$ cat src/rtl/core/dual_channel_fir_lowpass_macros.svh
// assertion macros for the dual channel fir low-pass filter
// expects signals named clock and reset in the module that uses them
`ifndef DUAL_CHANNEL_FIR_LOWPASS_MACROS_SVH
`define DUAL_CHANNEL_FIR_LOWPASS_MACROS_SVH

// same-cycle implication
`define DCFL_ASSERT_IMP(label, ante, cons, msg) \
   label: assert property (@(posedge clock) disable iff (reset) (ante) |-> (cons)) \
      else $error(msg);

// next-cycle implication
`define DCFL_ASSERT_NXT(label, ante, cons, msg) \
   label: assert property (@(posedge clock) disable iff (reset) (ante) |=> (cons)) \
      else $error(msg);

`endif

$ cat src/rtl/core/dcfl_cell.sv
// one delay-line cell: holds a red/infrared sample pair, loads from its neighbor
// depends on nothing but its parameter
module dcfl_cell #(
   parameter int W = 36
) (
   input  logic         clock,
   input  logic         reset,
   input  logic         shift_en,
   input  logic [W-1:0] d_in,
   output logic [W-1:0] q
);

   logic [W-1:0] data_ff;
   logic [W-1:0] data_in;

   assign data_in = shift_en ? d_in : data_ff;

   always_ff @(posedge clock) begin
      if (reset) begin
         data_ff <= '0;
      end else begin
         data_ff <= data_in;
      end
   end

   assign q = data_ff;

endmodule

$ cat config.mk
export PLATFORM = sky130hd
export DESIGN_NAME = dcfl_cell
export DESIGN_NICKNAME = d
export VERILOG_FILES = /design/src/rtl/core/dual_channel_fir_lowpass_macros.svh /design/src/rtl/core/dcfl_cell.sv
export SDC_FILE = /design/constraint.sdc
export NUM_CORES = 1
export LEC_CHECK = 0
export BUFFER_PORTS_ARGS = -buffer_cell sky130_fd_sc_hd__buf_4
export CAP_MARGIN = 20
export CELL_PAD_IN_SITES_DETAIL_PLACEMENT = 0
export CELL_PAD_IN_SITES_GLOBAL_PLACEMENT = 2
export CORE_ASPECT_RATIO = 0.5
export CORE_UTILIZATION = 22
export CTS_CLUSTER_DIAMETER = 60
export DETAILED_ROUTE_END_ITERATION = 6
export PLACE_DENSITY_LB_ADDON = 0.1
export SETUP_SLACK_MARGIN = 0.15
export SLEW_MARGIN = 0
export SYNTH_ARGS = -nofsm -noshare
export SYNTH_HDL_FRONTEND = slang
export SYNTH_SLANG_ARGS = --single-unit
$ cat constraint.sdc
create_clock -name clock -period 0.8 [get_ports clock]
set_input_delay 0.04 -clock clock [delete_from_list [all_inputs] [get_ports clock]]
set_output_delay 0.04 -clock clock [all_outputs]
set_load 0.01 [all_outputs]
Yosys cells after proc, flatten, opt, wreduce, memory -nomap -nowiden. Index checks and enable logic that the tools add are counted.

Bits in registers: 36. Input bits: 39. Output and inout port bits: 36. Logic and storage cells: 1.

Longest topological paths before layout.
Word-level depth: 0. Gate-level depth with buffers: 4. Depth with buffers taken out: 2.

Least setup slack after synthesis. No wires, ideal clock.

Path kind: input port to flip-flop. Start: input shift_en. End: register data_ff[10], in the netlist q[10]. Library setup time: 0.117 ns. Arrival: 0.541 ns. Data required time: 0.683 ns. Path slack: 0.142 ns. Stages on the path: 4. Path buffers: 2. Cells stage by stage: buf_6 buf_12 mux2i_1 nor2_1.

RTL lines: from (decl) (RTL line dcfl_cell.sv:8) `input logic shift_en,`; to (signal assigned) (RTL line dcfl_cell.sv:22) `data_ff <= data_in;`; to (decl) (RTL line dcfl_cell.sv:13) `logic [W-1:0] data_ff;`.

Final worst setup path.
Start: register data_ff[21], in the netlist q[21]. End: output q[21].

RTL lines: to (decl) (RTL line dcfl_cell.sv:10) `output logic [W-1:0] q`.

No word-level cell between the ends.

==> results.cfg <==
[sta]
setup_tns_ps = 0
grt_setup_unrepaired = yes
drv_slew = 0
period_share = 0.932
relSlewSlack = 0.739
hold_viol = 0
worst_slew_pin_slew_ps = 391
min_period_ps = 746
fin_skew_ps = 0
fmax_ghz = 1.34
whs_ps = 1.15
finalSetupViolations = 0

[die]
die_h_um = 56.5
row_count = 19
io-pin-count = 75
design.die.area_um2 = 6270
start_util = 0.233
die_w_um = 111
core_um2 = 5610

[layout]
final_cell_mix = 38 x buf_4, 37 x buf_6, 36 x mux2i_1, 36 x nor2_1, 36 x dfxtp_2
largest_reg_flops = 36
seqCellArea_um2 = 766
drive_above_1_share = 0.623
fillCellCount = 560
layout_commonest_cell = buf_4
fin_util = 0.399
n_antenna_cell = 0
final_design_area_no_fill_um2 = 2240
multiInputGateArea_um2 = 495
layout.nets = 232
syn_to_final_growth_pct = 71.5

[routing]
firstDrtPassIters = 6
vias = 1048
drt_iter0_markers = 51
viasPerCell = 3.97
wl_per_cell_um = 11.5
drc = 8
antenna_left = 0
totalWireLength_um = 3040

[status]
status = complete, but fails checks
violations = design-rule violations

[synthesis]
synth-seq-cells = 36
yosysWarningCount = 0
yosysUniqueCellTypes = 7
netlist_area_um2 = 1310
yosysSeqAreaShare = 0.552
synth_cells = 116
syn-num-nets = 155
avgSynthCellArea_um2 = 11.3

[critical_path]
cp_slowest_cell = dfxtp_2
worstPathCellList = buf_6
reg2reg_depth = 3
critical_path.endpoint_type = output port
cp-start-kind = flip-flop
crit_fanout = 2
crit_required_ps = 760
criticalPathCategory = reg2out
critPathTopFamily = flip-flops
slowest_delay_ps = 320
critPathBufInv = 1
cp.arrival_ps = 710
worstReg2RegEnd = q[12]
reg2reg_slack_ps = 90
r2r_start = q[12]

[global_route]
grt_pass1_wl_um = 5020
grt_start_max_net_pins = 37
antenna_found_initial = 0
grt_overflow_total = 0
grt_pass1_vias = 1051
grt_usage = 0.107

[min_path]
min_path_type = in2reg
hold_depth = 3
min_to = q[30]
min-delay-start = d_in[30]

[power]
powerDensity_nw_per_um2 = 1970
switchingPower_uw = 947
p_seq_frac = 0.453
total_power_uw = 4410
peakVddDrop_uv = 730
combinationalPowerShare = 0.157
switching_share = 0.215
p_int_uw = 3460
pwr-share-clk = 0.390
p_leak_uw = 0.00109

[clock_tree]
cts_tree = done
cts_num_sinks = 36
root_buffer = clkbuf_16
clock_latency_ps = 270
htree_levels = 2
worst_setup_hold_path_clk_slew_ps = 50
clock_path_buffers = 2
cts_buffers = 5

[placed_design]
post-dp-hpwl_um = 2160
placed_cell_area_um2 = 1920
gp_congestion = 0.614
port-buffer-count = 74

[run]
drv_cap = 0
## cell usage after synthesis
cell type,instances,area (um^2)
dfxtp_1,36,721
mux2i_1,36,360
nor2_1,36,135
buf_12,3,60.1
buf_2,3,15.0
buf_6,1,11.3
clkbuf_1,1,3.75
## per-stage QoR
stage | std cells | worst slack (ps)
2_1_floorplan | 116 | 155
3_3_place_gp | 258 | 84.9
3_5_place_dp | 258 | 50.2
4_1_cts | 264 | 46.4
5_1_grt | 264 | 19.7
6_report | 264 | 54.2
## worst reg2reg max path: stages (launching register included)
cell and delay (ps):
dfxtp_2 320, buf_6 100, mux2i_1 110, nor2_1 50
## cell type report
class / count / share of cell area
flip-flops and latches: 36 / 0.342
clock buffers: 5 / 0.0559
multi-input cells: 72 / 0.221
repair buffers: 78 / 0.340
well taps: 73 / 0.0408
## layer usage
metal	up-vias	part of all wire	track usage	routed length, um
met1	468	0.45	0.126	1360
met4	0	0.012	0.0470	37
met5	-	0	0	0
met2	41	0.48	0.172	1460
met3	4	0.060	0.0432	183
li1	535	-	-	-
## power groups by stage
stage / Sequential, uW / Clock [uW] / Combinational, uW
after floorplan: 2040 / 0 / 250
after global placement: 1990 / 0 / 630
after detailed placement: 1990 / 0 / 635
after CTS: 2000 / 1810 / 703
after global routing: 2010 / 1910 / 753
final: 2000 / 1720 / 692
## how the worst max path moves through the flow
| stage | cells past startpoint | start | endpoint | slack, ps |
|---|---|---|---|---|
| 3_5_place_dp | 4 | shift_en | q[9] | 50 |
| 6_report | 1 | q[21] | q[21] | 50 |
| 2_1_floorplan | 3 | reset | q[10] | 150 |
| 4_1_cts | 1 | q[9] | q[9] | 50 |
| 5_1_grt | 3 | q[12] | q[12] | 20 |
| 3_3_place_gp | 4 | shift_en | q[9] | 80 |
## logic make-up after synthesis
kind of cell,synth area share
muxes,0.276
buffers and inverters,0.0690
DFF,0.552
and+or+nand+nor,0.103
## repair_timing
item                                   in CTS  in global routing
gates resized for setup                    72                  1
endpoints found under the hold margin       3                  0
setup buffers                               1                  0
pin swaps                                   0                  1
cloned                                      0                  0
setup endpoints to repair                  36                 60
(Power assumes the default switching activity.)
