<file path="config.mk">
export PLATFORM = sky130hd
export DESIGN_NAME = dcfl_mac
export DESIGN_NICKNAME = d
export VERILOG_FILES = /design/src/rtl/core/dual_channel_fir_lowpass_macros.svh /design/src/rtl/core/dcfl_pkg.sv /design/src/rtl/core/dcfl_mac.sv
export SDC_FILE = /design/constraint.sdc
export NUM_CORES = 1
export LEC_CHECK = 0
export BUFFER_PORTS_ARGS = -buffer_cell sky130_fd_sc_hd__buf_4
export CAP_MARGIN = 20
export CORE_UTILIZATION = 45
export CTS_BUF_LIST = sky130_fd_sc_hd__clkbuf_16
export DETAILED_ROUTE_END_ITERATION = 10
export MAX_ROUTING_LAYER = met4
export PLACE_DENSITY = 0.65
export SLEW_MARGIN = 20
export SYNTH_ARGS = -nofsm -noshare
export SYNTH_HDL_FRONTEND = slang
export SYNTH_SLANG_ARGS = --single-unit
</file>
<file path="constraint.sdc">
create_clock -name clock -period 11.3 [get_ports clock]
set_input_delay 0.565 -clock clock [delete_from_list [all_inputs] [get_ports clock]]
set_output_delay 0.565 -clock clock [all_outputs]
set_load 0.005 [all_outputs]
</file>
<file path="src/rtl/core/dual_channel_fir_lowpass_macros.svh">
// assertion macros for the dual channel fir low-pass filter
// expects signals named clock and reset in the module that uses them
`ifndef DUAL_CHANNEL_FIR_LOWPASS_MACROS_SVH
`define DUAL_CHANNEL_FIR_LOWPASS_MACROS_SVH

// same-cycle implication
`define DCFL_ASSERT_IMP(label, ante, cons, msg) \
   label: assert property (@(posedge clock) disable iff (reset) (ante) |-> (cons)) \
      else $error(msg);

// next-cycle implication
`define DCFL_ASSERT_NXT(label, ante, cons, msg) \
   label: assert property (@(posedge clock) disable iff (reset) (ante) |=> (cons)) \
      else $error(msg);

`endif

</file>
<file path="src/rtl/core/dcfl_pkg.sv">
// shared types, constants and coefficient table of the dual channel fir low-pass filter
// no dependencies
package dcfl_pkg;

   localparam int TS_W         = 32;
   localparam int IN_SAMPLE_W  = 18;
   localparam int OUT_W        = 20;
   localparam int REQ_TDATA_W  = 72;
   localparam int RSP_TDATA_W  = 72;
   localparam int TBL_SIZE     = 64;
   localparam int TBL_IDX_W    = 6;
   localparam int BASE_FRAC    = 15;

   // q1.15 coefficients, position 0 multiplies the oldest sample
   localparam logic signed [15:0] COEF_Q15 [TBL_SIZE] = '{
      -16'sd256, -16'sd258, -16'sd356, -16'sd450, -16'sd524, -16'sd559, -16'sd540,
      -16'sd450, -16'sd276, -16'sd14, 16'sd336, 16'sd762, 16'sd1249, 16'sd1768,
      16'sd2290, 16'sd2780, 16'sd3205, 16'sd3533, 16'sd3740, 16'sd3811, 16'sd3740,
      16'sd3533, 16'sd3205, 16'sd2780, 16'sd2290, 16'sd1768, 16'sd1249, 16'sd762,
      16'sd336, -16'sd14, -16'sd276, -16'sd450, -16'sd540, -16'sd559, -16'sd524,
      -16'sd450, -16'sd356, -16'sd258, -16'sd256,
      16'sd0, 16'sd0, 16'sd0, 16'sd0, 16'sd0, 16'sd0, 16'sd0, 16'sd0, 16'sd0, 16'sd0,
      16'sd0, 16'sd0, 16'sd0, 16'sd0, 16'sd0, 16'sd0, 16'sd0, 16'sd0, 16'sd0, 16'sd0,
      16'sd0, 16'sd0, 16'sd0, 16'sd0, 16'sd0
   };

   // per-cycle controls from the sequencer to each channel's mac
   typedef struct packed {
      logic clear;
      logic mul_en;
      logic acc_en;
      logic rnd_en;
      logic sat_en;
   } mac_ctrl_type;

   // coefficient rescaled to frac fraction bits, round half away from zero when narrowing
   function automatic logic signed [31:0] coef_at(input logic [TBL_IDX_W-1:0] idx,
                                                  input int frac);
      logic signed [31:0] c;
      logic [31:0]        m;
      logic               neg;
      int                 d;
      c   = 32'(COEF_Q15[idx]);
      neg = c[31];
      if (frac >= BASE_FRAC) begin
         return c <<< (frac - BASE_FRAC);
      end
      d = BASE_FRAC - frac;
      m = neg ? 32'(-c) : 32'(c);
      m = (m + (32'd1 << (d - 1))) >> d;
      return neg ? -$signed(m) : $signed(m);
   endfunction

endpackage

</file>
<file path="src/rtl/core/dcfl_mac.sv">
// one channel's multiply-accumulate, rounding and saturation, with result register
// depends on dcfl_pkg
module dcfl_mac #(
   parameter int SAMPLE_BITS = 18,
   parameter int COEF_W      = 16,
   parameter int FRAC_BITS   = 15,
   parameter int TAPS        = 39
) (
   input  logic                          clock,
   input  logic                          reset,
   input  dcfl_pkg::mac_ctrl_type        ctrl,
   input  logic [SAMPLE_BITS-1:0]        sample,
   input  logic signed [COEF_W-1:0]      coef,
   output logic [dcfl_pkg::OUT_W-1:0]    result
);

   localparam int PROD_W = SAMPLE_BITS + 1 + COEF_W;
   localparam int ACC_W  = PROD_W + $clog2(TAPS) + 1;
   localparam int RND_W  = ACC_W + 1;
   localparam int OUT_W  = dcfl_pkg::OUT_W;
   localparam logic [RND_W-1:0] POS_LIM = RND_W'((1 << (OUT_W - 1)) - 1);
   localparam logic [RND_W-1:0] NEG_LIM = RND_W'(1 << (OUT_W - 1));
   localparam logic [RND_W-1:0] HALF    = RND_W'(1) << (FRAC_BITS - 1);

   logic signed [PROD_W-1:0] prod_ff, prod_in;
   logic signed [ACC_W-1:0]  acc_ff, acc_in;
   logic [RND_W-1:0]         mag_ff, mag_in;
   logic                     neg_ff;
   logic [OUT_W-1:0]         result_ff, result_in;
   logic [RND_W-1:0]         abs_acc;

   assign prod_in = $signed({1'b0, sample}) * coef;
   assign acc_in  = acc_ff + ACC_W'(prod_ff);

   // magnitude rounded to whole sample units
   assign abs_acc = acc_ff[ACC_W-1] ? RND_W'(-acc_ff) : RND_W'(acc_ff);
   assign mag_in  = (abs_acc + HALF) >> FRAC_BITS;

   always_comb begin
      if (neg_ff) begin
         result_in = (mag_ff > NEG_LIM) ? OUT_W'(NEG_LIM) : OUT_W'(-mag_ff);
      end else begin
         result_in = (mag_ff > POS_LIM) ? OUT_W'(POS_LIM) : mag_ff[OUT_W-1:0];
      end
   end

   always_ff @(posedge clock) begin
      if (reset) begin
         prod_ff   <= '0;
         acc_ff    <= '0;
         mag_ff    <= '0;
         neg_ff    <= 1'b0;
         result_ff <= '0;
      end else begin
         if (ctrl.mul_en) begin
            prod_ff <= prod_in;
         end
         if (ctrl.clear) begin
            acc_ff <= '0;
         end else if (ctrl.acc_en) begin
            acc_ff <= acc_in;
         end
         if (ctrl.rnd_en) begin
            mag_ff <= mag_in;
            neg_ff <= acc_ff[ACC_W-1];
         end
         if (ctrl.sat_en) begin
            result_ff <= result_in;
         end
      end
   end

   assign result = result_ff;

endmodule

</file>
* After elaboration in Yosys (flattened, before gate mapping)
Cells that the tools add are included.
Operators by class: multiplexer cells 4, $add $sub $neg 4, $mul 1, order comparisons 2, reduce and logical (&&, ||, !) cells 1
Operators by type and width (number):
- $mux 20 | 3
- $add 43x15->43 const B | 1
- $mux 43 | 1
- $neg 42->43 | 1
- $add 42x35->42 | 1
- $mul 19x16->35 | 1
- $gt 28x19->1 const B | 1
- $gt 28x20->1 const B | 1
- $neg 20->20 | 1
- $reduce_or 2->1 | 1
Word-level totals: output and inout port bits 20, word-level logic and storage cells 17, flip-flop bits (word level) 126

* Longest topological paths before layout
Gate-level depths: netlist of run 1.
depth in word-level cells 3, gate-level depth with buffers 25

* Worst setup path after synthesis of run 1
OpenSTA, ideal clock, no wires.
path kind input -> register, start in coef[9], end reg prod_ff[34], cell stages on the path 22, required time 11179 ps, library setup time 121 ps, arrival 6680 ps, buffers on the path 2, setup slack 4500 ps, path through clkbuf_1 -> clkbuf_1 -> nand2_1 -> fa_1 -> inv_1 -> fa_1 -> fa_1 -> fa_1 -> fa_1 -> inv_1 -> fa_1 -> inv_1 -> ha_1 -> and3_1 -> a31oi_1 -> o21ai_0 -> a2111oi_0 -> o21ai_0 -> a311oi_1 -> o21ai_0 -> a21oi_1 -> mux2_2
Between the ends: longest elaborated chain between the ends 1
Ends and longest elaborated chain:
- start: declaration | RTL line dcfl_mac.sv:13 | input logic signed [COEF_W-1:0] coef,
- $mul 19x16->35 | RTL line dcfl_mac.sv:32 | assign prod_in = $signed({1'b0, sample}) * coef;
- end signal: assignment | RTL line dcfl_mac.sv:56 | prod_ff <= prod_in;
- end: declaration | RTL line dcfl_mac.sv:25 | logic signed [PROD_W-1:0] prod_ff, prod_in;
No other way between the ends. A chain may end at the register's enable or synchronous reset.

* Worst setup path in the final report of run 1
start in coef[15], end reg prod_ff[34]
The elaborated chain is that of the path after synthesis.

==> impl_metrics.tcl, run 1 <==
set metrics [dict create \
    outcome "completed" \
    wirelength_mm 41.66 \
    worst_slack_ns 4.463 \
    setup_violations 0 \
    fp.coreArea_sq_mm 0.04010 \
    synth_area_leader_cell "fa_1" \
    cts_sinks 126 \
    drtPass1Iterations 6 \
    holdBufCountCts 0 \
    ys_seq_elements 126 \
    min_path_cells 3 \
    htreeDepth 4 \
    fin_setup_tns_ns 0 \
    syn_area_per_cell_sq_um 8.267 \
    nNetsFinal 2637 \
    post-place-ws_ns 4.004 \
    via_count 15083 \
    slowest_stage "fa_1" \
    dieHeight_um 204.4 \
    grt_util_all_layers_pct 21.29 \
    gp_congestion 0.9080 \
    ff_latch_area_sq_mm 0.002522 \
    hpwlAfterDp_mm 33.02 \
    worstSetupEndpointType "flip-flop" \
    powerDensity_mw_per_mm2 268.3 \
    multi_input_area_sq_mm 0.01431 \
    synth_edf_count 0 \
    start_kind "primary input" \
    max_cap_viol_count 0 \
    report.final.hold_viol_count 0 \
    grt_pass1_vias 14714 \
    hold_path.class "in2reg" \
    ctsResizeCount 0 \
    portBuffers 60 \
    route.detailed.drc 0 \
    power_leakage_nw 9.507 \
    crit_family "adder cells" \
    path_common_cell "fa_1" \
    die_x_um 204.4 \
    synth_ff_type "dfxtp_1" \
    final_cells 2742 \
    grt_pass1_wl_mm 70.95 \
    peakVddDrop_mv 0.4245 \
    grt_start_max_net_pins 99 \
    postSynthCellCount 2229 \
    synth_area_leaders "fa_1 (24%), dfxtp_1 (14%), ha_1 (11%), inv_1 (6.4%), and2_1 (4.7%)" \
    viasPerCell 5.501 \
    die_area_sq_mm 0.04176 \
    dp_cells 2710 \
    arrival_ns 7.15 \
    syn_area_sq_mm 0.01843 \
    antenna_found_initial 0 \
    clk_latency_ns 0.43 \
    postSynthNetCount 2662 \
    area_growth_pct 7.116 \
    io_pins 61 \
    crit_fanout 12 \
    ctsRootBufferMaster "clkbuf_16" \
    drive_gt1_share_pct 5.593 \
    cts_buffers 17 \
    crit_path_cell_trace "buf_4, inv_1, nor2_1, fa_1, fa_1, fa_1, fa_1, fa_1, inv_1, fa_1, inv_1, ha_1, and3_1, a31oi_1, o21ai_0, a2111oi_0, o21ai_0, a311oi_1, o21ai_0, a21oi_1, mux2_2" \
    final.period_utilization_pct 60.50 \
    async_flop_share_pct 0 \
    gr-total-overflow 0 \
    cts_tree "built" \
    yosys.cell_types.count 77 \
    min_period_ns 6.837 \
    wire_per_inst_um 15.19 \
    fmax_mhz 146.3 \
    criticalPathCategory "in2reg" \
    critPathRequiredTime_ns 11.61 \
    synth_top_area_share_pct 24.23 \
    drtIter0Drc 878 \
    fillerInstances 3830 \
    worstMarginPinSlew_ns 0.9826 \
    worst_r2r_path_depth 13 \
    finClkSkew_ns 0.01024 \
    ant_nets 0 \
    slew_headroom_pct 34.50 \
    crit_buf_inv 4 \
    cp.depth 21 \
    cts_setup_buffers 0 \
    rsz0062_at_grt "no" \
    diodes 0 \
    ys_seq_area_share_pct 13.69 \
    yosys_warnings 0 \
    start_util_pct 45.95 \
    num_rows 73 \
    slew_violations 0 \
    clkSlewWorstSetupHoldPaths_ns 0.06 \
    slowest_delay_ns 0.56 \
    cts_buffer_depth 2 \
]
==> synth_stat cells (14+ instances only) <==
| master | instances |
|---|---|
| a31oi_1 | 23 |
| nand2b_1 | 33 |
| xor2_1 | 32 |
| o31ai_1 | 14 |
| nor2_1 | 183 |
| a21oi_1 | 79 |
| or2_2 | 14 |
| o21ai_0 | 73 |
| a21o_1 | 45 |
| nand2_1 | 226 |
| inv_1 | 312 |
| clkbuf_1 | 89 |
| o21bai_1 | 14 |
| nand3_1 | 25 |
| nor3_1 | 48 |
| xnor2_1 | 65 |
| fa_1 | 223 |
| and2_1 | 138 |
| dfxtp_1 | 126 |
| mux2i_1 | 61 |
| a211oi_1 | 26 |
| nor2b_1 | 14 |
| or3_1 | 14 |
| ha_1 | 169 |
==> registers in the layout, indices dropped and copies added (netlist names) <==
| name | flops |
|---|---|
| acc_ff | 42 |
| neg_ff | 1 |
| result | 20 |
| prod_ff | 35 |
| mag_ff | 28 |
==> worst register-to-register path, delay by kind of cell (launching register included) <==
| kind | cells | cell delay [ns] |
|---|---|---|
| AOI/OAI and AO/OA | 9 | 2.70 |
| DFF | 1 | 0.35 |
| and+or+nand+nor | 1 | 0.08 |
| buffers and inverters | 1 | 0.07 |
| adders and majority gates | 2 | 0.43 |
==> cell families after synthesis <==
logic type / synth area share (%)
buffers and inverters: 8.630
muxes: 3.436
adders and majority gates: 35.70
and+or+nand+nor: 20.73
AOI/OAI and AO/OA: 13.20
xor gates and xnor gates: 4.611
DFF: 13.69
==> per-stage QoR <==
stage | hold WS [ns] | power (mW) | util [%] | cell area, sq um
2_1_floorplan | 0.4315 | 3.892 | - | 18430
3_3_place_gp | 0.4499 | 4.674 | 47.74 | 19140
3_5_place_dp | 0.4618 | 4.757 | 47.74 | 19140
4_1_cts | 0.4237 | 5.350 | 49.22 | 19740
5_1_grt | 0.4506 | 5.962 | 49.22 | 19740
6_report | 0.4399 | 5.295 | 49.22 | 19740
==> layer usage <==
layer / global-route usage (%) / vias to the layer above / routed length, um
li1: - / 7285 / -
met2: 35.08 / 241 / 20700
met5: - / - / 0
met3: 2.439 / 45 / 1363
met1: 27.99 / 7512 / 18990
met4: 4.717 / 0 / 607
==> layout by cell type, fill, tap and decap left out, types with 48 or more instances in the layout <==
cell type,netlist,final
inv_1,312,313
nand2_1,226,226
fa_1,223,223
nor2_1,183,183
ha_1,169,169
and2_1,138,138
dfxtp_1,126,126
a21oi_1,79,79
o21ai_0,73,73
xnor2_1,65,65
buf_4,0,63
mux2i_1,61,61
nor3_1,48,48
==> final timing paths <==
path / slack, ns / from / end
hold / removal: 0.44 / ctrl[4] / acc_ff[41]
setup reg to reg: 7.53 / acc_ff[0] / acc_ff[38]
setup / recovery: 4.46 / coef[15] / prod_ff[34]
hold reg to reg: 0.47 / mag_ff[26] / mag_ff[26]
==> area by class of cell <==
class                      instances  area share (%)
multi-input combinational       1683           72.52
tap                              525           3.328
timing repair buffer              63           2.396
clock buffer                      17           2.155
sequential                       126           12.78
clock inverter                    15          0.8685
inverter                         313           5.952
==> where the power goes <==
part / internal (mW) / total [mW] / switching, mW
Sequential: 0.514 / 0.564 / 0.0503
Combinational: 1.79 / 4.17 / 2.38
Clock: 0.345 / 0.559 / 0.214
Power figures use the tool's default switching activity.
==> run 2, diff against run 1 <==
Settings changed: ABC_AREA set to 1, PLACE_DENSITY 0.65 to 0.67.
Clock period 11.3 ns to 5.8 ns, I/O delays scaled along.
==> run 2 against run 1 <==
Net effect: non-clock buffer count grew 74; critical path depth grew 7; wire length grew 38%; total power grew 150%; die area grew 8.4%.
==> impl_metrics.tcl, run 2 <==
set metrics [dict create \
    async_flop_share_pct 0 \
    r2r_setup_slack_ns 2.48 \
    critPathRequiredTime_ns 6.19 \
    grt_pass1_wl_mm 95.11 \
    max_cap_viol_count 0 \
    hpwlAfterDp_mm 48.19 \
    slew_violations 0 \
    crit_fanout 9 \
    p_seq_share_pct 8.9 \
    viasPerCell 5.133 \
    cts_buffer_depth 2 \
    gr-total-overflow 0 \
    antenna_found_initial 0 \
    rsz0062_at_grt "no" \
    hold_path.class "in2reg" \
    drtIter0Drc 1358 \
    synth_area_leader_cell "fa_1" \
    p_clk_share_pct 8.8 \
    peakVddDrop_mv 0.8553 \
    top_regs "acc_ff: 42 flops, prod_ff: 35 flops, mag_ff: 28 flops" \
    min_from "ctrl[0]" \
    yosys.cell_types.count 50 \
    final_cell_mix "inv_1 (676), nand2_1 (650), nor2_1 (293)" \
    num_rows 76 \
    cts_setup_buffers 0 \
    criticalPathCategory "in2reg" \
    ant_nets 0 \
    reg2reg_to "acc_ff[26]" \
    wire_per_inst_um 15.82 \
    start_util_pct 46.02 \
    synthMostInstantiatedCell "inv_1" \
    p_int_mw 6.288 \
    finClkSkew_ns 0.01069 \
    syn_area_sq_mm 0.02000 \
    ys_seq_elements 126 \
    ctsResizeCount 0 \
    final_core_util_pct 50.70 \
    yosys-top-cells-count "inv_1 (676), nand2_1 (650), nor2_1 (293)" \
    ctsRootBufferMaster "clkbuf_16" \
    syn_area_per_cell_sq_um 6.691 \
    fmax_mhz 181.9 \
    synth_top_area_share_pct 22.32 \
    grt_util_all_layers_pct 27.60 \
    largest_reg_flops 42 \
    grt_start_max_net_pins 57 \
    worst_r2r_path_depth 17 \
    wirelength_mm 57.57 \
    dieHeight_um 212.8 \
    grt_pass1_vias 18765 \
    clkSlewWorstSetupHoldPaths_ns 0.06 \
    synth_area_leaders "fa_1 (22%), inv_1 (13%), dfxtp_1 (13%), nand2_1 (12%), ha_1 (11%)" \
    switching_share_pct 51.57 \
    holdBufCountCts 0 \
    start_kind "primary input" \
    layout_commonest_cell "inv_1" \
    powerDensity_mw_per_mm2 589.4 \
    clk_latency_ns 0.44 \
    gp_congestion 0.9844 \
    drtPass1Iterations 5 \
    arrival_ns 5.88 \
    htreeDepth 4 \
    report.final.hold_viol_count 0 \
    final.period_utilization_pct 94.78 \
    cts_sinks 126 \
    ys_seq_area_share_pct 12.61 \
    yosys_warnings 0 \
    comb_power_share_pct 82.3 \
    cts_buffers 17 \
    nNetsFinal 3473 \
    area_growth_pct 10.17 \
    outcome "completed" \
    synth_ff_type "dfxtp_1" \
    power_leakage_nw 12.48 \
    route.detailed.drc 0 \
    power_mw 12.98 \
    postSynthCellCount 2989 \
    cts_tree "built" \
    die_x_um 212.8 \
    min_period_ns 5.497 \
    largest_register "acc_ff" \
    fp.coreArea_sq_mm 0.04346 \
    slew_headroom_pct 49.19 \
    portBuffers 60 \
    worstSetupEndpointType "flip-flop" \
    worst_slack_ns 0.3026 \
    worstMarginPinSlew_ns 0.7613 \
    min_path_cells 2 \
    via_count 18675 \
    setup_violations 0 \
    drive_gt1_share_pct 7.796 \
    io_pins 61 \
    die_area_sq_mm 0.04529 \
    postSynthNetCount 3422 \
    p_switching_mw 6.696 \
    holdPathEnd "result[19]" \
    synth_edf_count 0 \
    reg2reg_from "acc_ff[0]" \
    diodes 0 \
    post-place-ws_ns -0.1391 \
    fillerInstances 4421 \
]
[run 2: cell count changes after synthesis, moves of 45 or more]
cell and change:
nor2_1 +110, a21oi_1 +104, xnor2_1 -45, nand2_1 +424
inv_1 +364, and2_1 -133, o21ai_0 +79, mux2i_1 -61
nand3_1 +94
[run 2: cells by family (layout without fill, tap and decap cells)]
| family | Yosys count | after routing | share of synthesized area (%) |
|---|---|---|---|
| compound gates | 426 | 426 | 11.68 |
| xor+xnor | 66 | 66 | 2.891 |
| fa+ha+maj | 392 | 392 | 32.90 |
| buf+inv | 791 | 855 | 14.90 |
| flops | 126 | 126 | 12.61 |
| simple gates | 1188 | 1188 | 25.02 |
[run 2: routing by layer]
layer,track usage (%),part of all wire [%],vias to the layer above
li1,-,-,9207
met1,36.59,46,8827
met2,43.93,45,565
met3,4.383,6.7,76
met4,6.946,2.2,0
met5,-,0,-
[run 2: worst max-delay path by stage]
stage / startpoint / end / cells past startpoint
6_report: coef[6] / prod_ff[32] / 28
4_1_cts: coef[15] / prod_ff[29] / 25
3_3_place_gp: coef[15] / prod_ff[30] / 22
3_5_place_dp: coef[15] / prod_ff[29] / 25
5_1_grt: coef[15] / prod_ff[30] / 22
2_1_floorplan: coef[9] / prod_ff[25] / 22
[run 2: per-stage QoR]
stage	instances	area [sq um]	setup TNS (ns)	hold slack, ns
after floorplan	2989	20000	0	0.4192
after global placement	3605	21380	-0.2107	0.4322
after detailed placement	3605	21380	-0.7960	0.4317
after CTS	3637	21990	0	0.1870
after global routing	3638	22030	0	0.1988
final	3638	22030	0	0.1920
[run 2: power by group through the flow]
stage          sequential [mW]  clock, mW  combinational [mW]
2_1_floorplan             1.09          0                6.68
5_1_grt                   1.16       1.20                12.2
6_report                  1.15       1.14                10.7
3_5_place_dp              1.17          0                10.5
4_1_cts                   1.15       1.16                10.6
3_3_place_gp              1.16          0                10.6
[run 2: layout make-up]
type / count / area [sq um] / share of cell area (%)
Multi-Input combinational cell: 2072 / 14510 / 65.84
Inverter: 686 / 2575 / 11.69
Sequential cell: 126 / 2522 / 11.45
Timing Repair Buffer: 137 / 1086 / 4.930
Tap cell: 585 / 732.0 / 3.322
Clock buffer: 17 / 425.4 / 1.931
Clock inverter: 15 / 185.2 / 0.8405
[run 2: critical path, cell delays in order]
cell,delay [ns]
buf_4,0.15
nand2_1,0.07
inv_1,0.06
fa_1,0.53
inv_1,0.06
fa_1,0.57
fa_1,0.45
fa_1,0.50
inv_1,0.06
fa_1,0.54
inv_1,0.06
fa_1,0.53
inv_1,0.04
ha_1,0.35
nand2_1,0.09
nor2_1,0.11
inv_1,0.04
o21ai_0,0.48
nand2_1,0.17
nand2_1,0.12
nand2_1,0.05
nand2_1,0.11
nand2_1,0.07
nand2_1,0.08
a21oi_1,0.06
o21ai_0,0.12
nand2_1,0.07
inv_1,0.05
